===== config.mk =====
export PLATFORM = sky130hd
export DESIGN_NAME = socd_last_input_key_resolver
export DESIGN_NICKNAME = d
export VERILOG_FILES = /design/src/rtl/socd_pkg.sv /design/src/rtl/socd_engine.sv /design/src/rtl/socd_last_input_key_resolver.sv
export SDC_FILE = /design/constraint.sdc
export NUM_CORES = 1
export LEC_CHECK = 0
export BUFFER_PORTS_ARGS = -buffer_cell sky130_fd_sc_hd__buf_2
export CORE_MARGIN = 5
export CORE_UTILIZATION = 44
export DETAILED_ROUTE_END_ITERATION = 12
export PLACE_DENSITY = 0.66
export SYNTH_ARGS = -nofsm -noshare
export SYNTH_HDL_FRONTEND = slang
export SYNTH_HIERARCHICAL = 1
export SYNTH_SLANG_ARGS = --single-unit

===== constraint.sdc =====
create_clock -name clk_i -period 6.9 [get_ports clk_i]
set_clock_uncertainty 0.15 [all_clocks]
set_input_delay 0.69 -clock clk_i [delete_from_list [all_inputs] [get_ports clk_i]]
set_output_delay 0.69 -clock clk_i [all_outputs]
set_load 0.03 [all_outputs]

===== src/rtl/socd_pkg.sv =====
`timescale 1ns / 1ps

package socd_pkg;

  localparam int unsigned KEY_W     = 8;
  localparam int unsigned MAX_SLOTS = 8;
  localparam int unsigned GRP_ID_W  = 3;

  localparam logic [KEY_W-1:0] KEY_NONE = '0;

  localparam logic [1:0] CFG_SLOT_KEYS   = 2'd0;
  localparam logic [1:0] CFG_SLOT_GROUPS = 2'd1;
  localparam logic [1:0] CFG_BYPASS      = 2'd2;

  typedef struct packed {
    logic [KEY_W*MAX_SLOTS-1:0]    slot_key_codes;
    logic [GRP_ID_W*MAX_SLOTS-1:0] slot_group_ids;
    logic                          bypass;
  } cfg_t;

  typedef struct packed {
    logic [KEY_W-1:0] key_code;
    logic             pressed;
    logic             injected;
  } key_evt_t;

  typedef struct packed {
    logic [KEY_W-1:0] out_key;
    logic             out_pressed;
    logic             passed_through;
    logic             last_of_run;
  } result_t;

endpackage


===== src/rtl/socd_engine.sv =====
`timescale 1ns / 1ps

module socd_engine #(
  parameter int unsigned NUM_SLOTS  = 8,
  parameter int unsigned NUM_GROUPS = 8
) (
  input  logic              clk_i,
  input  logic              rst_ni,
  input  logic              step_i,
  input  socd_pkg::cfg_t    cfg_i,
  input  socd_pkg::key_evt_t evt_i,
  output socd_pkg::result_t res_o [2],
  output logic [1:0]        res_cnt_o
);

  localparam int unsigned SLOT_W = (NUM_SLOTS > 1) ? $clog2(NUM_SLOTS) : 1;
  localparam int unsigned GRP_W  = (NUM_GROUPS > 1) ? $clog2(NUM_GROUPS) : 1;

  logic [NUM_SLOTS-1:0]         held_q, held_d;
  logic [socd_pkg::KEY_W-1:0]   act_q  [NUM_GROUPS];
  logic [socd_pkg::KEY_W-1:0]   prev_q [NUM_GROUPS];
  logic [socd_pkg::KEY_W-1:0]   act_d, prev_d;

  logic                          found, hit, held;
  logic [SLOT_W-1:0]             slot;
  logic [socd_pkg::GRP_ID_W-1:0] grp_raw;
  logic [GRP_W-1:0]              grp;
  logic [socd_pkg::KEY_W-1:0]    key, act, prev;

  assign key = evt_i.key_code;

  // lowest matching used slot
  always_comb begin
    found   = 1'b0;
    slot    = '0;
    grp_raw = '0;
    for (int i = 0; i < NUM_SLOTS; i++) begin
      if (!found && cfg_i.slot_key_codes[socd_pkg::KEY_W*i +: socd_pkg::KEY_W] != socd_pkg::KEY_NONE
          && cfg_i.slot_key_codes[socd_pkg::KEY_W*i +: socd_pkg::KEY_W] == key) begin
        found   = 1'b1;
        slot    = SLOT_W'(i);
        grp_raw = cfg_i.slot_group_ids[socd_pkg::GRP_ID_W*i +: socd_pkg::GRP_ID_W];
      end
    end
  end

  // group number wraps into range
  always_comb begin
    grp = '0;
    for (int k = 0; k < (1 << socd_pkg::GRP_ID_W); k++) begin
      if (grp_raw == socd_pkg::GRP_ID_W'(k)) begin
        grp = GRP_W'(k % NUM_GROUPS);
      end
    end
  end

  assign hit  = found && !cfg_i.bypass && !evt_i.injected && key != socd_pkg::KEY_NONE;
  assign held = held_q[slot];
  assign act  = act_q[grp];
  assign prev = prev_q[grp];

  always_comb begin
    held_d    = held_q;
    act_d     = act;
    prev_d    = prev;
    res_cnt_o = 2'd0;
    res_o[0]  = '{out_key: key, out_pressed: evt_i.pressed, passed_through: 1'b1,
                  last_of_run: 1'b1};
    res_o[1]  = '{out_key: key, out_pressed: 1'b0, passed_through: 1'b0, last_of_run: 1'b1};
    if (!hit) begin
      res_cnt_o = 2'd1;
    end else if (evt_i.pressed) begin
      if (!held) begin
        held_d[slot] = 1'b1;
        act_d        = key;
        res_o[0]     = '{out_key: key, out_pressed: 1'b1, passed_through: 1'b0,
                         last_of_run: 1'b1};
        res_cnt_o    = 2'd1;
        if (act != socd_pkg::KEY_NONE && act != key) begin
          prev_d               = act;
          res_o[0].last_of_run = 1'b0;
          res_o[1]             = '{out_key: act, out_pressed: 1'b0, passed_through: 1'b0,
                                   last_of_run: 1'b1};
          res_cnt_o            = 2'd2;
        end
      end
    end else begin
      if (!held) begin
        if (prev == key) begin
          prev_d = socd_pkg::KEY_NONE;
        end
      end else begin
        held_d[slot] = 1'b0;
        prev_d       = socd_pkg::KEY_NONE;
        res_o[0]     = '{out_key: key, out_pressed: 1'b0, passed_through: 1'b0,
                         last_of_run: 1'b1};
        res_cnt_o    = 2'd1;
        if (act == key && prev != socd_pkg::KEY_NONE) begin
          act_d                = prev;
          res_o[0].last_of_run = 1'b0;
          res_o[1]             = '{out_key: prev, out_pressed: 1'b1, passed_through: 1'b0,
                                   last_of_run: 1'b1};
          res_cnt_o            = 2'd2;
        end else if (act == key) begin
          act_d = socd_pkg::KEY_NONE;
        end
      end
    end
  end

  always_ff @(posedge clk_i or negedge rst_ni) begin
    if (!rst_ni) begin
      held_q <= '0;
      for (int g = 0; g < NUM_GROUPS; g++) begin
        act_q[g]  <= socd_pkg::KEY_NONE;
        prev_q[g] <= socd_pkg::KEY_NONE;
      end
    end else if (step_i && hit) begin
      held_q      <= held_d;
      act_q[grp]  <= act_d;
      prev_q[grp] <= prev_d;
    end
  end

  a_pass_single: assert property (@(posedge clk_i) disable iff (!rst_ni)
    !hit |-> res_cnt_o == 2'd1 && res_o[0].passed_through)
    else $error("pass-through must give one result");

  a_pair_order: assert property (@(posedge clk_i) disable iff (!rst_ni)
    res_cnt_o == 2'd2 |-> !res_o[0].last_of_run && res_o[1].last_of_run &&
                          res_o[0].out_pressed != res_o[1].out_pressed)
    else $error("two-result run malformed");

  a_active_diff: assert property (@(posedge clk_i) disable iff (!rst_ni)
    step_i && hit && res_cnt_o == 2'd2 |=> act_q[$past(grp)] != prev_q[$past(grp)])
    else $error("active and remembered key equal after swap");

endmodule


===== src/rtl/socd_last_input_key_resolver.sv =====
`timescale 1ns / 1ps

// Channel  Direction  Handshake                  Payload
// in       sink       in_valid_i / in_stall_o    key_code_i, pressed_i, injected_i
// out      source     out_valid_o / out_stall_i  out_key_o, out_pressed_o,
//                                                passed_through_o, last_of_run_o
// cfg      sink       cfg_valid_i / cfg_ready_o  cfg_index_i, cfg_data_i
//
// An event is registered on acceptance and resolved into a two-entry result queue
// once that queue has room; the queue head register offers each result beat.
// One event per cycle while each gives at most one result and out_stall_i is low; a
// two-result event fills the queue, so the input stalls until its last beat is taken.
// Reset clears the configuration and all key state; cfg_ready_o is always high.

module socd_last_input_key_resolver #(
  parameter int unsigned NUM_SLOTS  = 8,
  parameter int unsigned NUM_GROUPS = 8
) (
  input  logic        clk_i,
  input  logic        rst_ni,
  input  logic        in_valid_i,
  output logic        in_stall_o,
  input  logic [7:0]  key_code_i,
  input  logic        pressed_i,
  input  logic        injected_i,
  output logic        out_valid_o,
  input  logic        out_stall_i,
  output logic [7:0]  out_key_o,
  output logic        out_pressed_o,
  output logic        passed_through_o,
  output logic        last_of_run_o,
  input  logic        cfg_valid_i,
  output logic        cfg_ready_o,
  input  logic [1:0]  cfg_index_i,
  input  logic [63:0] cfg_data_i
);

  socd_pkg::cfg_t     cfg_q;
  socd_pkg::key_evt_t evt_q;
  logic               evt_vld_q, evt_vld_d;
  socd_pkg::result_t  res [2];
  logic [1:0]         res_cnt;
  socd_pkg::result_t  out_q [2];
  logic [1:0]         out_cnt_q, out_cnt_d;
  logic               in_acc, pop, fire;

  assign cfg_ready_o = 1'b1;

  always_ff @(posedge clk_i or negedge rst_ni) begin
    if (!rst_ni) begin
      cfg_q <= '0;
    end else if (cfg_valid_i) begin
      unique case (cfg_index_i)
        socd_pkg::CFG_SLOT_KEYS:   cfg_q.slot_key_codes <= cfg_data_i;
        socd_pkg::CFG_SLOT_GROUPS: cfg_q.slot_group_ids <= cfg_data_i[23:0];
        socd_pkg::CFG_BYPASS:      cfg_q.bypass         <= cfg_data_i[0];
        default: ;
      endcase
    end
  end

  assign pop        = out_valid_o && !out_stall_i;
  assign fire       = evt_vld_q && (out_cnt_q == 2'd0 || (out_cnt_q == 2'd1 && pop));
  assign in_stall_o = evt_vld_q && !fire;
  assign in_acc     = in_valid_i && !in_stall_o;

  always_comb begin
    evt_vld_d = evt_vld_q;
    if (in_acc) begin
      evt_vld_d = 1'b1;
    end else if (fire) begin
      evt_vld_d = 1'b0;
    end
  end

  always_comb begin
    out_cnt_d = out_cnt_q;
    if (fire) begin
      out_cnt_d = res_cnt;
    end else if (pop) begin
      out_cnt_d = out_cnt_q - 2'd1;
    end
  end

  always_ff @(posedge clk_i or negedge rst_ni) begin
    if (!rst_ni) begin
      evt_vld_q <= 1'b0;
      out_cnt_q <= 2'd0;
    end else begin
      evt_vld_q <= evt_vld_d;
      out_cnt_q <= out_cnt_d;
    end
  end

  always_ff @(posedge clk_i) begin
    if (in_acc) begin
      evt_q <= '{key_code: key_code_i, pressed: pressed_i, injected: injected_i};
    end
    if (fire) begin
      out_q[0] <= res[0];
      out_q[1] <= res[1];
    end else if (pop) begin
      out_q[0] <= out_q[1];
    end
  end

  socd_engine #(
    .NUM_SLOTS (NUM_SLOTS),
    .NUM_GROUPS(NUM_GROUPS)
  ) u_engine (
    .clk_i    (clk_i),
    .rst_ni   (rst_ni),
    .step_i   (fire),
    .cfg_i    (cfg_q),
    .evt_i    (evt_q),
    .res_o    (res),
    .res_cnt_o(res_cnt)
  );

  assign out_valid_o      = out_cnt_q != 2'd0;
  assign out_key_o        = out_q[0].out_key;
  assign out_pressed_o    = out_q[0].out_pressed;
  assign passed_through_o = out_q[0].passed_through;
  assign last_of_run_o    = out_q[0].last_of_run;

  a_cnt_range: assert property (@(posedge clk_i) disable iff (!rst_ni)
    out_cnt_q != 2'd3)
    else $error("result queue overfilled");

  a_fire_room: assert property (@(posedge clk_i) disable iff (!rst_ni)
    fire |=> out_cnt_q == $past(res_cnt))
    else $error("resolved beats not queued cleanly");

  a_pass_last: assert property (@(posedge clk_i) disable iff (!rst_ni)
    out_valid_o && passed_through_o |-> last_of_run_o && out_cnt_q == 2'd1)
    else $error("pass-through beat not alone");

  a_head_pair: assert property (@(posedge clk_i) disable iff (!rst_ni)
    out_cnt_q == 2'd2 |-> !out_q[0].last_of_run && out_q[1].last_of_run)
    else $error("queued pair out of order");

endmodule


==> impl_metrics.toml <==
[outcome]
status = "completed"

[floorplanning]
core_region_area_sq_um = 32500
fp.dieH_um = 191
die_w_um = 191
boundaryPins = 95
die-area_sq_um = 36500
num_rows = 66
start_util = 0.445

[synthesis]
yosysWarnings = 6
syn_area_sq_um = 14400
yosys-top-cells-area = "dfrtp_1 40%, mux2_2 17%, edfxtp_1 6.7%, xor2_1 3.0%, mux2i_1 1.8%"
synth_top_area_share = 0.395
ys_types = 102
synth_edf_count = 32
ys_top_cells_by_count = "228 x dfrtp_1, 213 x mux2_2, 55 x nand2_1, 55 x nor2_1"
async_reset_ff_frac = 0.877
synth_nets = 1340
ys_seq_elements = 260
yosysMostFrequentCell = "dfrtp_1"
netlist_instances = 1257
seq_area_frac_synth = 0.462
dominantRegCellSynth = "dfrtp_1"
synth_top_cell_by_area = "dfrtp_1"
avgSynthCellArea_sq_um = 11.5

[layout]
finalNonFillerCells = 1800
nets = 1416
fill_cells = 2903
area_growth_pct = 13.2
drive_above_1_share = 0.336

[clocking]
cts_made_buffers = 30
htree_levels = 1
clockRootBuffer = "clkbuf_16"
cts_sinks = 260
clock_latency_ns = 0.56
clk_pin_slew_ns = 0.06
postCtsSetupRepairBufs = 0
clk_path_buf_depth = 3
cts_hold_buf = 0
cts_tree = "done"
cts_resized = 0

[worst_setup_path]
path_class = "reg2reg"
crit_arrival_ns = 6.79
worstPathRequired_ns = 7.19
end_kind = "flip-flop"
path_max_fanout = 21
r2r-end = "u_engine/prev_q[5]"
cp-startpoint = "evt_q[5]"
startpoint_type = "flip-flop"
timing.reg2reg.setup_slack_ns = 0.40
r2r_cells = 16
r2r_start = "evt_q[5]"

[timing]
worst_pin_slew_ns = 1.14
slew_headroom = 0.239
rsz0062_at_grt = "false"
fin_tns_setup_ns = 0
drv_slew = 0
hold_violations = 0
fin_crit_ns = 6.50
finalSetupViolations = 0
fmax_mhz = 154
fin_ws_ns = 0.399
fin_crit_sh = 0.942

[placement]
port_buffers = 93
dp_cells = 1743
place_hpwl_um = 29400
preCtsSetupSlack_ns = 0.499
place.gp.congestion = 0.921

[drt]
wl_um = 41900
first_pass_iters = 5
drc = 0
drt_iter0_drc = 1084
ant_nets = 0
post_drt_wl_per_cell_um = 23.3
vias = 11049
vias_per_cell = 6.14

[global_routing]
grt_usage = 0.226
grt_pass1_vias = 10848
grt_max_degree = 101
grt_pass1_wl_um = 64500
antenna_found_initial = 2
gr-total-overflow = 0

[min_path]
hold_class = "in2async"

[power]
p_leak_uw = 0.00710
powerDensity_nw_per_um2 = 281
vdd_drop_max_mv = 0.186

[run]
max_cap_violations = 0
==> flip-flops by register name (all words and copies together), names as in the netlist, named ones only <==
name and flops:
evt_q 10, cfg_q 89, evt_vld_q 1, u_engine/prev_q 64, out_cnt_q 2, out_q 22
u_engine/act_q 64
==> area by class of cell <==
cell class                      instances  area (sq um)  area share
Inverter                               24          90.1     0.00552
Timing Repair Buffer                  138           813      0.0498
Sequential cell                       260          6670       0.408
Antenna cell                            1          2.50    0.000153
Clock inverter                         15           213      0.0130
Clock buffer                           41           855      0.0523
Tap cell                              442           553      0.0339
Multi-Input combinational cell        879          7140       0.437
==> worst max path at each step <==
| stage | endpoint |
|---|---|
| 6_report | u_engine/prev_q[5] |
| 3_5_place_dp | u_engine/prev_q[13] |
| 4_1_cts | u_engine/prev_q[5] |
| 5_1_grt | u_engine/prev_q[5] |
| 3_3_place_gp | u_engine/prev_q[13] |
| 2_1_floorplan | out_q[0][0] |
==> routing by layer <==
layer | vias to the layer above | part of all wire | global-route usage
met5 | - | 0.00031 | 0
met2 | 506 | 0.46 | 0.355
met1 | 5563 | 0.43 | 0.319
met3 | 78 | 0.087 | 0.0458
met4 | 2 | 0.027 | 0.0644
li1 | 4900 | - | -
==> critical path, cell delays in order (launching register included) <==
cell	delay [ns]
edfxtp_1	0.62
buf_4	0.34
xor2_1	0.12
or4_4	0.53
or3_4	0.42
nand3_1	0.12
or2_1	0.35
or2_2	0.52
a22oi_1	0.31
a221o_1	0.47
mux2_2	0.33
or3_1	0.33
a22oi_1	0.17
nand4_1	0.14
a22oi_2	0.58
o2bb2ai_1	0.45
mux2_2	0.40
==> cells in the final DEF, fill, tap and decap left out, types with 14 or more instances in the layout <==
master / n
mux2_2: 213
and3_1: 18
inv_1: 23
nand3_1: 42
a21oi_1: 14
nand2_1: 55
dfrtp_1: 228
nor4_1: 28
a31oi_1: 24
clkbuf_16: 32
xor2_1: 49
o21ai_0: 49
edfxtp_1: 32
nor3_1: 20
xnor2_1: 22
buf_4: 45
nor2_1: 55
buf_2: 92
mux2i_1: 26
==> cell families (layout without fill, tap and decap cells) <==
| kind of cell | count (synthesis) | in the layout | share of synthesized area |
|---|---|---|---|
| adders and majority gates | 2 | 2 | 0.00173 |
| AOI/OAI and AO/OA | 249 | 249 | 0.134 |
| muxes | 246 | 246 | 0.192 |
| other | 3 | 4 | 0.000780 |
| xor gates and xnor gates | 72 | 72 | 0.0442 |
| DFF | 260 | 260 | 0.462 |
| and+or+nand+nor | 307 | 307 | 0.118 |
| buffers and inverters | 118 | 218 | 0.0475 |
==> through the flow <==
stage / total power (uW) / util / hold WS (ns) / area (sq um)
after global routing: 4790 / 0.503 / 0.0610 / 16300
after CTS: 4630 / 0.503 / 0.0341 / 16300
after floorplan: 2590 / - / 0.244 / 14400
after global placement: 2880 / 0.470 / 0.311 / 15300
final: 4600 / 0.503 / 0.00142 / 16300
after detailed placement: 2900 / 0.470 / 0.322 / 15300
==> report_power, final <==
group | total (uW) | switching [uW] | internal [uW] | leakage [uW]
clock network | 1700 | 650 | 1050 | 0.000520
logic | 985 | 586 | 399 | 0.00330
registers | 1910 | 155 | 1750 | 0.00328
total | 4600 | 1390 | 3210 | 0.00710
(Power assumes the default switching activity.)
